$ cat config.mk
export PLATFORM = sky130hd
export DESIGN_NAME = ks_rs_column_row_generator
export DESIGN_NICKNAME = d
export VERILOG_FILES = /design/src/rtl/ksrs_pkg.sv /design/src/rtl/ksrs_datapath.sv /design/src/rtl/ksrs_ctrl.sv /design/src/rtl/ks_rs_column_row_generator.sv
export SDC_FILE = /design/constraint.sdc
export NUM_CORES = 1
export LEC_CHECK = 0
export BUFFER_PORTS_ARGS = -buffer_cell sky130_fd_sc_hd__buf_2
export CAP_MARGIN = 10
export CORE_UTILIZATION = 50
export CTS_BUF_LIST = sky130_fd_sc_hd__clkbuf_2
export CTS_CLUSTER_SIZE = 16
export DETAILED_ROUTE_END_ITERATION = 12
export PLACE_DENSITY = 0.71
export RECOVER_POWER = 100
export SYNTH_ARGS = -nofsm -noshare
export SYNTH_HDL_FRONTEND = slang
export SYNTH_SLANG_ARGS = --single-unit
$ cat constraint.sdc
create_clock -name clk_i -period 11.04 [get_ports clk_i]
set_input_delay 0.552 -clock clk_i [delete_from_list [all_inputs] [get_ports clk_i]]
set_output_delay 0.552 -clock clk_i [all_outputs]
set_load 0.03 [all_outputs]
$ cat src/rtl/ksrs_pkg.sv
// ----------------------------------------------------------------------------
// ksrs_pkg
// Shared types, register indexes and sizes for the KS/RS row generator.
// ----------------------------------------------------------------------------
package ksrs_pkg;

  localparam int unsigned FieldW   = 10;
  localparam int unsigned CodeW    = 7;
  localparam int unsigned MsgW     = 5;
  localparam int unsigned GroupW   = 17;
  localparam int unsigned ColW     = 16;
  localparam int unsigned RowW     = 16;
  localparam int unsigned PointW   = 6;
  localparam int unsigned CfgAddrW = 2;
  localparam int unsigned CfgDataW = 17;

  localparam logic [CfgAddrW-1:0] RegFieldSize     = 2'd0;
  localparam logic [CfgAddrW-1:0] RegCodeLength    = 2'd1;
  localparam logic [CfgAddrW-1:0] RegMessageLength = 2'd2;
  localparam logic [CfgAddrW-1:0] RegGroupSize     = 2'd3;

  typedef enum logic [2:0] {
    ST_IDLE,
    ST_DIGIT,
    ST_EVAL,
    ST_EMIT,
    ST_ERR
  } state_e;

  // controller -> datapath
  typedef struct packed {
    logic load;        // capture column, start digit split
    logic digit_step;  // one restoring-division step
    logic eval_start;  // start Horner for current point
    logic eval_step;   // one Horner step: a coefficient start or a multiply bit
    logic emit;        // capture a result into the output register
    logic next_point;  // advance evaluation point
    logic err_emit;    // capture the error result
  } ctrl_t;

  // datapath -> controller
  typedef struct packed {
    logic in_range;
    logic digits_done;
    logic eval_done;
    logic last_point;
  } status_t;

endpackage

$ cat src/rtl/ksrs_datapath.sv
// ----------------------------------------------------------------------------
// ksrs_datapath
// Digit split by bit-serial restoring division, Horner evaluation with a
// serial shift-add modular multiplier, and result formation.
// ----------------------------------------------------------------------------
module ksrs_datapath
  import ksrs_pkg::*;
#(
  parameter int unsigned MAX_CODE_LENGTH = 64,
  parameter int unsigned MAX_DIGITS      = 16
) (
  input  logic                clk_i,
  input  logic                rst_ni,
  input  ctrl_t               ctrl_i,
  output status_t             status_o,
  input  logic [ColW-1:0]     column_index_i,
  input  logic [FieldW-1:0]   field_size_i,
  input  logic [CodeW-1:0]    code_length_i,
  input  logic [MsgW-1:0]     message_length_i,
  input  logic [GroupW-1:0]   group_size_i,
  output logic [RowW-1:0]     row_index_o,
  output logic [PointW-1:0]   eval_point_o,
  output logic [FieldW-1:0]   symbol_o,
  output logic                last_o,
  output logic                error_o
);

  localparam int unsigned DigW = (MAX_DIGITS > 1) ? $clog2(MAX_DIGITS) : 1;
  localparam int unsigned PtW  = $clog2(MAX_CODE_LENGTH + 1);
  localparam int unsigned BitW = $clog2(ColW);
  localparam int unsigned MulW = $clog2(FieldW);

  // effective configuration
  logic [FieldW-1:0] q;
  logic [PtW-1:0]    n_eff;
  logic [DigW:0]     k_eff;
  always_comb begin
    q = (field_size_i < FieldW'(2)) ? FieldW'(2) : field_size_i;
    if (code_length_i == '0) n_eff = PtW'(1);
    else if (32'(code_length_i) > MAX_CODE_LENGTH) n_eff = PtW'(MAX_CODE_LENGTH);
    else n_eff = PtW'(code_length_i);
    if (message_length_i == '0) k_eff = (DigW+1)'(1);
    else if (32'(message_length_i) > MAX_DIGITS) k_eff = (DigW+1)'(MAX_DIGITS);
    else k_eff = (DigW+1)'(message_length_i);
  end

  assign status_o.in_range = {1'b0, column_index_i} < group_size_i;

  // ---- digit split: rest / q, one quotient bit per cycle ----
  logic [ColW-1:0]   rest_q, rest_d;
  logic [FieldW:0]   rem_q, rem_d;
  logic [BitW-1:0]   bit_q, bit_d;
  logic [DigW:0]     dcnt_q, dcnt_d;
  logic [FieldW-1:0] digit_q [MAX_DIGITS];
  logic [FieldW+1:0] trial;
  logic [FieldW:0]   rem_next;

  always_comb begin
    trial    = {rem_q, rest_q[bit_q]};
    rem_next = (trial >= {2'b00, q}) ? (FieldW+1)'(trial - {2'b00, q}) : trial[FieldW:0];
    rest_d = rest_q;
    rem_d  = rem_q;
    bit_d  = bit_q;
    dcnt_d = dcnt_q;
    if (ctrl_i.load) begin
      rest_d = column_index_i;
      rem_d  = '0;
      bit_d  = BitW'(ColW - 1);
      dcnt_d = '0;
    end else if (ctrl_i.digit_step) begin
      rem_d = rem_next;
      rest_d[bit_q] = (trial >= {2'b00, q});
      if (bit_q == '0) begin
        rem_d  = '0;
        bit_d  = BitW'(ColW - 1);
        dcnt_d = dcnt_q + 1'b1;
      end else begin
        bit_d = bit_q - 1'b1;
      end
    end
  end

  always_ff @(posedge clk_i) begin
    if (ctrl_i.digit_step && bit_q == '0) digit_q[dcnt_q[DigW-1:0]] <= rem_next[FieldW-1:0];
  end

  assign status_o.digits_done = (dcnt_q == k_eff);

  // ---- Horner: acc = acc*x + d mod q, multiply by serial shift-add ----
  logic [PtW-1:0]    pt_q, pt_d;
  logic [FieldW-1:0] x_q, x_d;
  logic [FieldW-1:0] acc_q, acc_d;
  logic [FieldW-1:0] prod_q, prod_d;
  logic [MulW-1:0]   mb_q, mb_d;
  logic [DigW:0]     j_q, j_d;
  logic              mul_q, mul_d;
  logic [FieldW:0]   dbl, sum, ad;
  logic [FieldW-1:0] dbl_m, sum_m, ad_m;

  always_comb begin
    dbl   = {prod_q, 1'b0};
    dbl_m = (dbl >= {1'b0, q}) ? FieldW'(dbl - {1'b0, q}) : dbl[FieldW-1:0];
    sum   = {1'b0, dbl_m} + {1'b0, acc_q};
    sum_m = x_q[mb_q] ? ((sum >= {1'b0, q}) ? FieldW'(sum - {1'b0, q}) : sum[FieldW-1:0])
                      : dbl_m;
    // product plus the current coefficient, used on the last multiply step
    ad    = {1'b0, sum_m} + {1'b0, digit_q[j_q[DigW-1:0]]};
    ad_m  = (ad >= {1'b0, q}) ? FieldW'(ad - {1'b0, q}) : ad[FieldW-1:0];
  end

  always_comb begin
    pt_d = pt_q; x_d = x_q; acc_d = acc_q; prod_d = prod_q;
    mb_d = mb_q; j_d = j_q; mul_d = mul_q;
    if (ctrl_i.load) begin
      pt_d = '0;
      x_d  = '0;
    end else if (ctrl_i.next_point) begin
      pt_d = pt_q + 1'b1;
      x_d  = (x_q + 1'b1 == q) ? '0 : x_q + 1'b1;
    end
    if (ctrl_i.eval_start) begin
      acc_d = '0; prod_d = '0; j_d = k_eff; mul_d = 1'b0;
      mb_d = MulW'(FieldW - 1);
    end else if (ctrl_i.eval_step) begin
      if (!mul_q) begin
        // new coefficient: acc currently holds previous value; multiply acc*x
        j_d = j_q - 1'b1;
        prod_d = '0;
        mb_d = MulW'(FieldW - 1);
        mul_d = 1'b1;
      end else if (mb_q != '0) begin
        prod_d = sum_m;
        mb_d = mb_q - 1'b1;
      end else begin
        prod_d = sum_m;
        mul_d  = 1'b0;
        acc_d  = ad_m;
      end
    end
  end

  assign status_o.eval_done  = !mul_q && (j_q == '0);
  assign status_o.last_point = (pt_q + 1'b1 == n_eff);

  always_ff @(posedge clk_i or negedge rst_ni) begin
    if (!rst_ni) begin
      bit_q  <= '0;
      dcnt_q <= '0;
      mul_q  <= 1'b0;
      j_q    <= '0;
    end else begin
      bit_q  <= bit_d;
      dcnt_q <= dcnt_d;
      mul_q  <= mul_d;
      j_q    <= j_d;
    end
  end

  always_ff @(posedge clk_i) begin
    rest_q <= rest_d; rem_q <= rem_d;
    pt_q <= pt_d; x_q <= x_d; acc_q <= acc_d; prod_q <= prod_d; mb_q <= mb_d;
  end

  // result register
  logic [RowW+FieldW:0] row_full;
  assign row_full = (RowW+FieldW+1)'(pt_q) * (RowW+FieldW+1)'(q)
                  + (RowW+FieldW+1)'(acc_q);

  always_ff @(posedge clk_i) begin
    if (ctrl_i.emit) begin
      row_index_o  <= row_full[RowW-1:0];
      eval_point_o <= PointW'(pt_q);
      symbol_o     <= acc_q;
      last_o       <= status_o.last_point;
      error_o      <= 1'b0;
    end else if (ctrl_i.err_emit) begin
      row_index_o  <= '0;
      eval_point_o <= '0;
      symbol_o     <= '0;
      last_o       <= 1'b1;
      error_o      <= 1'b1;
    end
  end

endmodule

$ cat src/rtl/ksrs_ctrl.sv
// ----------------------------------------------------------------------------
// ksrs_ctrl
// Sequencer: digit split, per-point evaluation and output handshake.
// ----------------------------------------------------------------------------
module ksrs_ctrl
  import ksrs_pkg::*;
(
  input  logic    clk_i,
  input  logic    rst_ni,
  input  logic    in_valid_i,
  output logic    in_ready_o,
  output logic    out_valid_o,
  input  logic    out_ready_i,
  input  status_t status_i,
  output ctrl_t   ctrl_o
);

  state_e state_q, state_d;
  logic   ov_q, ov_d;

  always_ff @(posedge clk_i or negedge rst_ni) begin
    if (!rst_ni) begin
      state_q <= ST_IDLE;
      ov_q    <= 1'b0;
    end else begin
      state_q <= state_d;
      ov_q    <= ov_d;
    end
  end

  assign out_valid_o = ov_q;

  always_comb begin
    logic free;
    free    = !ov_q || out_ready_i;
    state_d = state_q;
    ctrl_o  = '0;
    ov_d    = ov_q && !out_ready_i;
    in_ready_o = 1'b0;
    case (state_q)
      ST_IDLE: begin
        in_ready_o = 1'b1;
        if (in_valid_i) begin
          ctrl_o.load = 1'b1;
          state_d = status_i.in_range ? ST_DIGIT : ST_ERR;
        end
      end
      ST_DIGIT: begin
        if (status_i.digits_done) begin
          ctrl_o.eval_start = 1'b1;
          state_d = ST_EVAL;
        end else begin
          ctrl_o.digit_step = 1'b1;
        end
      end
      ST_EVAL: begin
        if (status_i.eval_done) state_d = ST_EMIT;
        else ctrl_o.eval_step = 1'b1;
      end
      ST_EMIT: begin
        if (free) begin
          ctrl_o.emit = 1'b1;
          ov_d = 1'b1;
          if (status_i.last_point) begin
            state_d = ST_IDLE;
          end else begin
            ctrl_o.next_point = 1'b1;
            ctrl_o.eval_start = 1'b1;
            state_d = ST_EVAL;
          end
        end
      end
      ST_ERR: begin
        if (free) begin
          ctrl_o.err_emit = 1'b1;
          ov_d = 1'b1;
          state_d = ST_IDLE;
        end
      end
      default: state_d = ST_IDLE;
    endcase
  end

endmodule

$ cat src/rtl/ks_rs_column_row_generator.sv
// ----------------------------------------------------------------------------
// ks_rs_column_row_generator
// Sequence: accept, digit split (one quotient bit per cycle), a start step,
// then per point the Horner steps for each coefficient (a coefficient step and
// the multiply bit steps), a finish step and an emit; each result is valid the
// cycle after its emit. An out-of-range column is emitted from the error state
// once the result register is free. One column is handled at a time; a new
// column is accepted only when idle, and a full result register holds the emit.
// Reset: asynchronous active low; registers return to q=3, n=3, k=1, group=2.
// ----------------------------------------------------------------------------
module ks_rs_column_row_generator
  import ksrs_pkg::*;
#(
  parameter int unsigned MAX_CODE_LENGTH = 64,
  parameter int unsigned MAX_DIGITS      = 16
) (
  input  logic                clk_i,
  input  logic                rst_ni,
  input  logic                cfg_we_i,
  input  logic [CfgAddrW-1:0] cfg_index_i,
  input  logic [CfgDataW-1:0] cfg_data_i,
  input  logic                in_valid_i,
  output logic                in_ready_o,
  input  logic [ColW-1:0]     column_index_i,
  output logic                out_valid_o,
  input  logic                out_ready_i,
  output logic [RowW-1:0]     row_index_o,
  output logic [PointW-1:0]   eval_point_o,
  output logic [FieldW-1:0]   symbol_o,
  output logic                last_o,
  output logic                error_o
);

  logic [FieldW-1:0] field_size_q;
  logic [CodeW-1:0]  code_length_q;
  logic [MsgW-1:0]   message_length_q;
  logic [GroupW-1:0] group_size_q;

  always_ff @(posedge clk_i or negedge rst_ni) begin
    if (!rst_ni) begin
      field_size_q     <= FieldW'(3);
      code_length_q    <= CodeW'(3);
      message_length_q <= MsgW'(1);
      group_size_q     <= GroupW'(2);
    end else if (cfg_we_i) begin
      case (cfg_index_i)
        RegFieldSize:     field_size_q     <= cfg_data_i[FieldW-1:0];
        RegCodeLength:    code_length_q    <= cfg_data_i[CodeW-1:0];
        RegMessageLength: message_length_q <= cfg_data_i[MsgW-1:0];
        RegGroupSize:     group_size_q     <= cfg_data_i[GroupW-1:0];
        default: ;
      endcase
    end
  end

  ctrl_t   ctrl;
  status_t status;

  ksrs_ctrl u_ctrl (
    .clk_i, .rst_ni, .in_valid_i, .in_ready_o, .out_valid_o, .out_ready_i,
    .status_i(status), .ctrl_o(ctrl)
  );

  ksrs_datapath #(
    .MAX_CODE_LENGTH(MAX_CODE_LENGTH), .MAX_DIGITS(MAX_DIGITS)
  ) u_dp (
    .clk_i, .rst_ni, .ctrl_i(ctrl), .status_o(status), .column_index_i,
    .field_size_i(field_size_q), .code_length_i(code_length_q),
    .message_length_i(message_length_q), .group_size_i(group_size_q),
    .row_index_o, .eval_point_o, .symbol_o, .last_o, .error_o
  );

endmodule
## Word-level counts from Yosys, hierarchy flattened

Memories as Yosys holds them, arrays and structs flattened.
Cells that the tools add are included.

- Output and inout bits: 36
- Register bits: 160
- Memories kept: 1
- Bits of input ports: 40
- Bits in writable memories: 160
- Logic and storage cells: 167
- Bits in latches: 0
- Memory bits (read-only): 0

- Reductions and logical operators: 29
- Magnitude comparators: 11
- Shifts and indexed selects: 0
- Multiplexer cells: 72
- Multipliers: 1
- Add/sub/neg operators: 13
- Bitwise logic cells: 1
- Equality and inequality tests: 17
- Divide/modulo/power cells: 0

Memory list:

| memory | depth | width | read ports | clocked after memory_dff | write ports | line | source |
|---|---|---|---|---|---|---|---|
| u_dp.digit_q | 16 | 10 | 1 | 0 | 1 | ksrs_datapath.sv:54 | `logic [FieldW-1:0] digit_q [MAX_DIGITS];` |

Operator list:

| operator | count |
|---|---|
| 10-bit 2-to-1 mux | 9 |
| 16-bit 2-to-1 mux | 4 |
| 5-bit 2-to-1 mux | 8 |
| 11-bit by 10-bit greater-or-equal comparator with 1-bit output | 3 |
| 10-bit subtractor | 3 |
| 1-bit 2-to-1 mux | 25 |
| 10-bit by 10-bit adder with 11-bit output | 2 |
| 11-bit 2-to-1 mux | 2 |
| 4-bit 2-to-1 mux | 5 |
| 3-bit 2-to-1 mux | 6 |
| 16-bit by 17-bit < comparator with 1-bit output | 1 |
| 16-bit by 10-bit adder with 16-bit output | 1 |
| 16-bit bitwise mux | 1 |
| 7-bit by 10-bit multiplier with 16-bit output | 1 |
| 3-bit one-hot mux with 5 select lines | 1 |
| 7-bit 2-to-1 mux | 2 |
| 2-bit AND reduction | 7 |
| 12-bit by 10-bit greater-or-equal comparator with 1-bit output | 1 |
| 6-bit 2-to-1 mux | 2 |
| 11-bit by 10-bit subtractor with 11-bit output | 1 |
| 10-bit by 1-bit adder with 10-bit output (second input constant) | 1 |
| 10-bit == test | 1 |
| 5-bit logical NOT | 2 |
| 10-bit by 2-bit < comparator with 1-bit output (second input constant) | 1 |
| other kinds (34) | 54 |

## Logic depth before layout (Yosys ltp)

Gate-level depths: netlist (run 1).

- Word-level depth: 11
- Gate-level depth with buffers: 46
- Depth with buffers taken out: 41

## Cells and area by module

From an unflattened synthesis (run 1), not the netlist that was laid out.

- Cells, all modules: 1,696
- Area total of the unflattened synthesis: 19,799.0 sq um

By module, submodules not included:

| module | area each (sq um) | sequential area each (sq um) | instances | cells each |
|---|---|---|---|---|
| ksrs_datapath | 17,961.0 | 7,712.4 | 1 | 1,577 |
| ks_rs_column_row_generator | 1,527.7 | 983.4 | 1 | 84 |
| ksrs_ctrl | 310.3 | 100.1 | 1 | 35 |

## Least setup slack after synthesis (run 1)

No wires, ideal clock.

- Kind: reg2reg
- Start point: reg field_size_q[4]
- End point: reg u_dp.acc_q[0]
- Cell stages (with the launch flop): 43
- Setup time: 0.130 ns
- Required time: 10.910 ns
- Period minus slack after synthesis: 9.229 ns
- Arrival: 9.100 ns
- Path slack: 1.811 ns
- Path buffers: 5
- Cells stage by stage: dfrtp_1 -> clkbuf_1 -> nor4_1 -> nand2_1 -> nand2b_1 -> buf_2 -> inv_1 -> ha_1 -> nor2b_1 -> o21ai_0 -> o2111a_1 -> o31a_1 -> o21ai_2 -> mux2_2 -> ha_1 -> or2_2 -> o31a_1 -> a31o_2 -> [... 7 more ...] -> mux2i_1 -> mux2_2 -> ha_1 -> fa_1 -> nand3_1 -> a21oi_1 -> or3_1 -> a21oi_1 -> nor2_1 -> ha_1 -> a211o_1 -> o211ai_1 -> and3_1 -> clkbuf_1 -> buf_1 -> nor2_1 -> a211oi_1 -> nor3_1

- Cells in the longest elaborated chain, start to end: 11
- Elaborated cells between the ends (all ways): 14
- Those cells by class: 5 x add/sub; 4 x order compare; 5 x mux

RTL lines:

| item | line | source |
|---|---|---|
| from (decl) | ks_rs_column_row_generator.sv:34 | `logic [FieldW-1:0] field_size_q;` |
| from (signal assigned) | ks_rs_column_row_generator.sv:41 | `field_size_q <= FieldW'(3);` |
| from (signal assigned) | ks_rs_column_row_generator.sv:47 | `RegFieldSize: field_size_q <= cfg_data_i[FieldW-1:0];` |
| 10-bit by 2-bit < comparator with 1-bit output | ksrs_datapath.sv:38 | `q = (field_size_i < FieldW'(2)) ? FieldW'(2) : field_size_i;` |
| 10-bit 2-to-1 mux * | ksrs_datapath.sv:38 |  |
| 10-bit subtractor or 11-bit by 10-bit greater-or-equal comparator with 1-bit output (tied branches) | ksrs_datapath.sv:102 | `dbl_m = (dbl >= {1'b0, q}) ? FieldW'(dbl - {1'b0, q}) : dbl[FieldW-1:0];` |
| 10-bit 2-to-1 mux | ksrs_datapath.sv:102 |  |
| 10-bit by 10-bit adder with 11-bit output | ksrs_datapath.sv:103 | `sum = {1'b0, dbl_m} + {1'b0, acc_q};` |
| 10-bit subtractor or 11-bit by 10-bit greater-or-equal comparator with 1-bit output (tied branches) | ksrs_datapath.sv:104 | `sum_m = x_q[mb_q] ? ((sum >= {1'b0, q}) ? FieldW'(sum - {1'b0, q}) : sum[FieldW-1:0])` |
| 10-bit 2-to-1 mux (2 in a row) | ksrs_datapath.sv:104 |  |
| 10-bit by 10-bit adder with 11-bit output | ksrs_datapath.sv:107 | `ad = {1'b0, sum_m} + {1'b0, digit_q[j_q[DigW-1:0]]};` |
| 10-bit subtractor or 11-bit by 10-bit greater-or-equal comparator with 1-bit output (tied branches) | ksrs_datapath.sv:108 | `ad_m = (ad >= {1'b0, q}) ? FieldW'(ad - {1'b0, q}) : ad[FieldW-1:0];` |
| 10-bit 2-to-1 mux * | ksrs_datapath.sv:108 |  |
| to (signal assigned) | ksrs_datapath.sv:161 | `pt_q <= pt_d; x_q <= x_d; acc_q <= acc_d; prod_q <= prod_d; mb_q <= mb_d;` |
| to (decl) | ksrs_datapath.sv:92 | `logic [FieldW-1:0] acc_q, acc_d;` |

Every way passes the cells marked *; elsewhere a longest branch is shown, timed or not.
A chain may end at the register's enable or synchronous reset.

## Worst setup path in the final report (run 1)

- Start point: reg field_size_q[2]
- End point: reg u_dp.acc_q[7]

The elaborated chain is that of the path after synthesis.

==> results of run 1 <==
-- path summary, 6_finish.rpt --
path                                             start                           end
setup reg to reg           field_size_q[2]$_DFFE_PN0P_    u_dp.acc_q[7]$_SDFFE_PP0P_
min in group asynchronous                       rst_ni  group_size_q[10]$_DFFE_PN0P_
setup / recovery           field_size_q[2]$_DFFE_PN0P_    u_dp.acc_q[7]$_SDFFE_PP0P_
hold / removal                             out_ready_i  u_ctrl.out_valid_o$_DFF_PN0_
max in group asynchronous                       rst_ni       u_dp.j_q[0]$_DFFE_PN0P_
hold reg to reg            u_dp.rem_q[10]$_SDFFE_PP0P_   u_dp.rem_q[10]$_SDFFE_PP0P_
-- cell usage after synthesis (all sizes together), types with 52 or more instances --
cell,n,area share [%]
and2,52,1.7
inv,127,2.5
clkbuf,59,1.1
nor2,112,2.2
mux4,56,6.5
dfrtp,52,6.7
a21oi,60,1.6
xnor2,56,2.5
dfxtp,53,5.5
ha,127,8.2
o21ai,94,2.4
nand2,139,2.7
edfxtp,209,32
fa,54,5.6
-- registers in the layout (all words and copies together), names as in the netlist, 6 cells and up --
register and flops:
u_dp.x_q 10, u_dp.row_index_o 16, u_dp.eval_point_o 6, u_dp.acc_q 10
u_dp.pt_q 7, u_dp.symbol_o 10, u_dp.prod_q 10, u_dp.digit_q 160
u_dp.rest_q 16, field_size_q 10, group_size_q 17, u_dp.rem_q 11
code_length_q 7
-- layout make-up --
type	count	area, um^2	share of cell area [%]
multi-input combinational	1168	9800	46.2
sequential	320	8800	41.5
timing repair buffer	122	744	3.51
tap	511	639	3.01
clock buffer	121	606	2.86
inverter	128	480	2.27
clock inverter	25	139	0.655
antenna	1	2.50	0.0118
-- layer usage --
layer | vias to the layer above | track usage, %
met5 | - | 0
met4 | 0 | 9.26
met3 | 74 | 4.68
met2 | 377 | 40.0
met1 | 6613 | 31.0
li1 | 6426 | -
-- cell families after synthesis --
family	Yosys count	synth area share (%)
fa+ha+maj	181	13.8
xor+xnor	95	4.30
simple gates	462	11.5
flops	320	45.4
buf+inv	199	3.94
compound gates	296	10.1
mux	134	10.9
-- metrics by stage --
step,hold WS (ps),area [um^2],setup WS (ps),instances
6_report,157,21200,756,2396
3_3_place_gp,441,20200,970,2214
4_1_cts,42.2,21300,578,2394
2_1_floorplan,256,19400,1810,1687
5_1_grt,105,21200,36.5,2396
3_5_place_dp,471,20200,603,2214
-- critical path: cells and delay by family (launching register included) --
family / cells / cell delay [ps]
AO/OA/AOI/OAI: 13 / 3140
XOR/XNOR: 1 / 220
adder cells (fa/ha/maj): 8 / 2500
buffers and inverters: 2 / 390
flip-flops: 1 / 520
multiplexers: 2 / 500
AND/OR/NAND/NOR: 14 / 2860
-- timing repair --
| item | CTS | global route |
|---|---|---|
| setup buffers | 0 | 0 |
| hold buffers | 34 | 0 |
| gates resized for setup | 0 | 1 |
| hold endpoints to repair | 107 | 0 |
| endpoints found under the setup margin | 0 | 10 |
==> summary.txt, run 1 <==
Outcome
  – Status: finished with violations
  – Failing checks: max-capacitance violations, max-slew violations

Yosys
  – Main synth FF type: edfxtp_1
  – Post-synthesis net count: 1908
  – Yosys reg bits: 320
  – Seq/Total Area, Yosys: 45.4%
  – Synth Cell Area: 0.0194 mm^2
  – Syn Inst Count: 1687
  – Synth Warn #: 0
  – EDFF count, synth: 209
  – Yosys cell types: 77
  – Mean Syn Cell Area: 11.5 um^2
  – FFs w/ async S/R, synth: 18.1%

Placed design
  – Final HPWL DP: 33100 um
  – Port buffer count: 75
  – RD Place Congestion: 0.936

Timing
  – Highest Clock Rate: 0.0972 GHz
  – Setup tns final: 0 ps
  – Fin crit period: 10280 ps
  – Slew HR: -120%
  – Final hold vios: 0
  – Slew @ Worst Pin: 3300 ps
  – RSZ-0062 raised after global routing: false
  – Tcrit/Tclk final: 93.2%
  – Final setup vio count: 0
  – Layout Skew: 79.5 ps
  – Slew Limit Fails: 134

Hold path
  – Hold Crit Class: input port to flop
  – Hold path depth: 3

Worst setup path
  – Critical path arrival: 11060 ps
  – Crit start category: flop
  – CP Max Fanout: 17
  – Required @ worst endpoint: 11810 ps
  – CP dominant cell by count: ha_1
  – Slowest Stage Delay on Critical Path: 580 ps
  – Slowest CP cell: a211oi_1
  – R2R setup slack: 760 ps
  – Worst setup path category: flop to flop
  – Setup crit end kind: flop
  – Cells on worst reg2reg path: 40

Routing
  – DRC: 0
  – Top Metal Used: met4
  – Via count: 13490
  – First-pass DRT Iterations: 5
  – WL final: 45700 um
  – Met3 Routed Length: 2500 um
  – WL/cell: 19.1 um
  – DRT iter0 DRCs: 1005
  – Via density: 5.63
  – Antenna violation net count after detailed routing: 0
  – Met2 routed WL: 22000 um
  – Met1 WL: 19900 um

Job
  – Max-cap viol count: 7

Die
  – Initial Utilization: 51.2%
  – Die width: 199 um
  – Die area: 0.0395 mm^2
  – I/O pins: 76
  – Die Y: 199 um
  – Rows: 71
  – Core Footprint: 0.0378 mm^2

GRT
  – Initial antenna violation count: 1
  – Gr usage total: 24.0%
  – Congestion Overflow GR: 0
  – Pin count of the biggest net entering global routing: 59
  – Vias in the first global route: 13573
  – First-pass GRT wire length: 72600 um

Clock tree
  – CTS root buf: clkbuf_2
  – Clock Path Buffers: 3
  – Clock transition at path regs: 90 ps
  – Worst skew pair latency: 950 ps
  – CTS tree: built
  – Num CTS Buffers: 80
  – Max H-tree Level: 3
  – CTS Sinks: 320

Cells and area
  – Most frequent cells in the layout: 209 x edfxtp_1, 139 x nand2_1, 127 x inv_1, 127 x ha_1, 121 x clkbuf_2
  – Area added between synthesis and finish: 9.52%
  – Core Util, Final: 56.0%
  – Layout cells sized above 1: 15.4%
  – Fill cell count: 3254
  – Final Net Count: 2041
  – Commonest non-fill, non-tap cell in the layout: edfxtp_1
Power of run 1 is not shown: default switching activity piles up to over one toggle a cycle in this logic, so the estimate is an artifact.
==> run 2: changes to the inputs <==
Settings changed: GPL_TIMING_DRIVEN from default to 0.
==> run 2 against run 1 <==
Core utilization rose by 1.2 points; non-clock buffer count up 71; the flow still finishes with violations (max-capacitance violations, max-slew violations); maximum frequency rose by 0.34%; setup slack better by 34 ps; critical path type unchanged; cell area rose by 2.2%; clock skew rose by 9.0 ps; clock-buffer cell count down 6; first-iteration DRC count fell by 11%; register-to-register slack better by 30 ps; sequential share of layout area fell by 0.90 points; sequential cell count stayed put; global-route usage grew 1.1 points.
==> summary.txt, run 2 (synthesized netlist as in run 1, its figures left out) <==
Outcome
  – Status: finished with violations
  – Failing checks: max-capacitance violations, max-slew violations

Worst setup path
  – Worst setup path category: flop to flop
  – Required @ worst endpoint: 11870 ps
  – Slowest Stage Delay on Critical Path: 440 ps
  – CP Max Fanout: 10
  – Critical path arrival: 11080 ps
  – Crit start category: flop
  – Slowest CP cell: mux2i_1
  – Cells on worst reg2reg path: 42
  – CP dominant cell by count: ha_1
  – Setup crit end kind: flop

GRT
  – Initial antenna violation count: 1
  – Congestion Overflow GR: 0
  – Met1 GRT Util: 32.1%
  – Gr usage total: 25.1%
  – Pin count of the biggest net entering global routing: 42
  – First-pass GRT wire length: 75800 um
  – Most used routing layer: met2
  – Met2 Use GR: 41.9%
  – Global routing usage on met3: 4.39%
  – Vias in the first global route: 14413

Cells and area
  – Most frequent cells in the layout: 209 x edfxtp_1, 139 x nand2_1, 127 x ha_1, 126 x inv_1, 116 x clkbuf_2
  – Layout cells sized above 1: 15.9%
  – Largest register FFs: 160
  – Multi-input logic area: 0.00986 mm^2
  – Fin area: 0.0217 mm^2
  – Fill cell count: 3250
  – Register area: 0.00880 mm^2
  – Commonest non-fill, non-tap cell in the layout: edfxtp_1
  – Layout Cells excl Fill: 2473
  – Area added between synthesis and finish: 11.9%
  – Final Net Count: 2114

Routing
  – First-pass DRT Iterations: 5
  – WL/cell: 19.3 um
  – DRC: 0
  – DRT iter0 DRCs: 896
  – Via density: 5.67
  – WL final: 47600 um
  – Via count: 14015
  – Antenna violation net count after detailed routing: 0

Timing
  – RSZ-0062 raised after global routing: false
  – Final setup vio count: 0
  – Layout Skew: 88.5 ps
  – Worst Hold Slack: 175 ps
  – Highest Clock Rate: 0.0976 GHz
  – Fin crit period: 10250 ps
  – Slew @ Worst Pin: 2190 ps
  – Final WS setup: 790 ps
  – Slew Limit Fails: 76
  – Final hold vios: 0
  – Slew HR: -46.3%
  – Tcrit/Tclk final: 92.8%

Clock tree
  – CTS Sinks: 320
  – Clock Path Buffers: 3
  – Worst skew pair latency: 960 ps
  – CTS tree: built
  – Num CTS Buffers: 82
  – Clock transition at path regs: 110 ps
  – CTS root buf: clkbuf_2
  – Max H-tree Level: 3

Die
  – Core Footprint: 0.0378 mm^2
  – Rows: 71
  – Die area: 0.0395 mm^2
  – I/O pins: 76
  – Die width: 199 um
  – Initial Utilization: 51.2%
  – Die Y: 199 um

Placed design
  – Port buffer count: 75
  – Placed instance area: 0.0205 mm^2
  – Final HPWL DP: 34600 um
  – RD Place Congestion: 0.906
  – Placed cells: 2275
  – Placement Setup Slack: -93.8 ps

Job
  – Max-cap viol count: 2

Hold path
  – Hold Crit Class: input port to flop
  – Hold path depth: 3
-- run 2: area by class of cell --
| cell class | instances | area share [%] |
|---|---|---|
| antenna | 1 | 0.0115 |
| buffer | 70 | 1.28 |
| clock buffer | 115 | 2.66 |
| clock inverter | 37 | 1.16 |
| inverter | 128 | 2.23 |
| multi-input combinational | 1168 | 45.5 |
| sequential | 320 | 40.6 |
| tap | 511 | 2.95 |
| timing repair buffer | 123 | 3.63 |
-- run 2: layer usage --
| metal | part of all wire (%) | vias up |
|---|---|---|
| met2 | 48 | 472 |
| met1 | 42 | 6835 |
| met5 | 0 | - |
| met3 | 6.1 | 121 |
| li1 | - | 6587 |
| met4 | 3.6 | 0 |
-- run 2: through the flow --
stage	util (%)	TNS, ps
CTS	57.4	0
finish	57.3	0
global placement	53.8	0
floorplan	-	0
detailed placement	54.0	-520
global route	57.3	0
-- run 2: final timing paths --
kind / startpoint / to / slack (ps)
max in group asynchronous: rst_ni / code_length_q[5]$_DFFE_PN0P_ / 7530
worst min-delay path: cfg_we_i / message_length_q[2]$_DFFE_PN0P_ / 180
worst min register to register: u_dp.rem_q[10]$_SDFFE_PP0P_ / u_dp.rem_q[10]$_SDFFE_PP0P_ / 480
worst max register to register: field_size_q[4]$_DFFE_PN0P_ / u_dp.acc_q[7]$_SDFFE_PP0P_ / 790
worst max-delay path: field_size_q[4]$_DFFE_PN0P_ / u_dp.acc_q[7]$_SDFFE_PP0P_ / 790
min in group asynchronous: rst_ni / u_dp.j_q[1]$_DFFE_PN0P_ / 880
-- run 2: what timing repair did --
action | in CTS | in global routing
pin swaps | 0 | 1
resized for setup | 2 | 9
endpoints found under the setup margin | 8 | 10
endpoints found under the hold margin | 108 | 0
hold buffers | 42 | 0
buffers inserted | 0 | 4
-- run 2: critical path: cells and delay by family (launching register included) --
family,cells,cell delay (ps)
compound gates,16,3620
simple gates,10,1910
fa+ha+maj,5,1780
buf+inv,7,1330
mux,3,860
flops,1,390
xor+xnor,1,220
Power of run 2 is left out for the same reason.
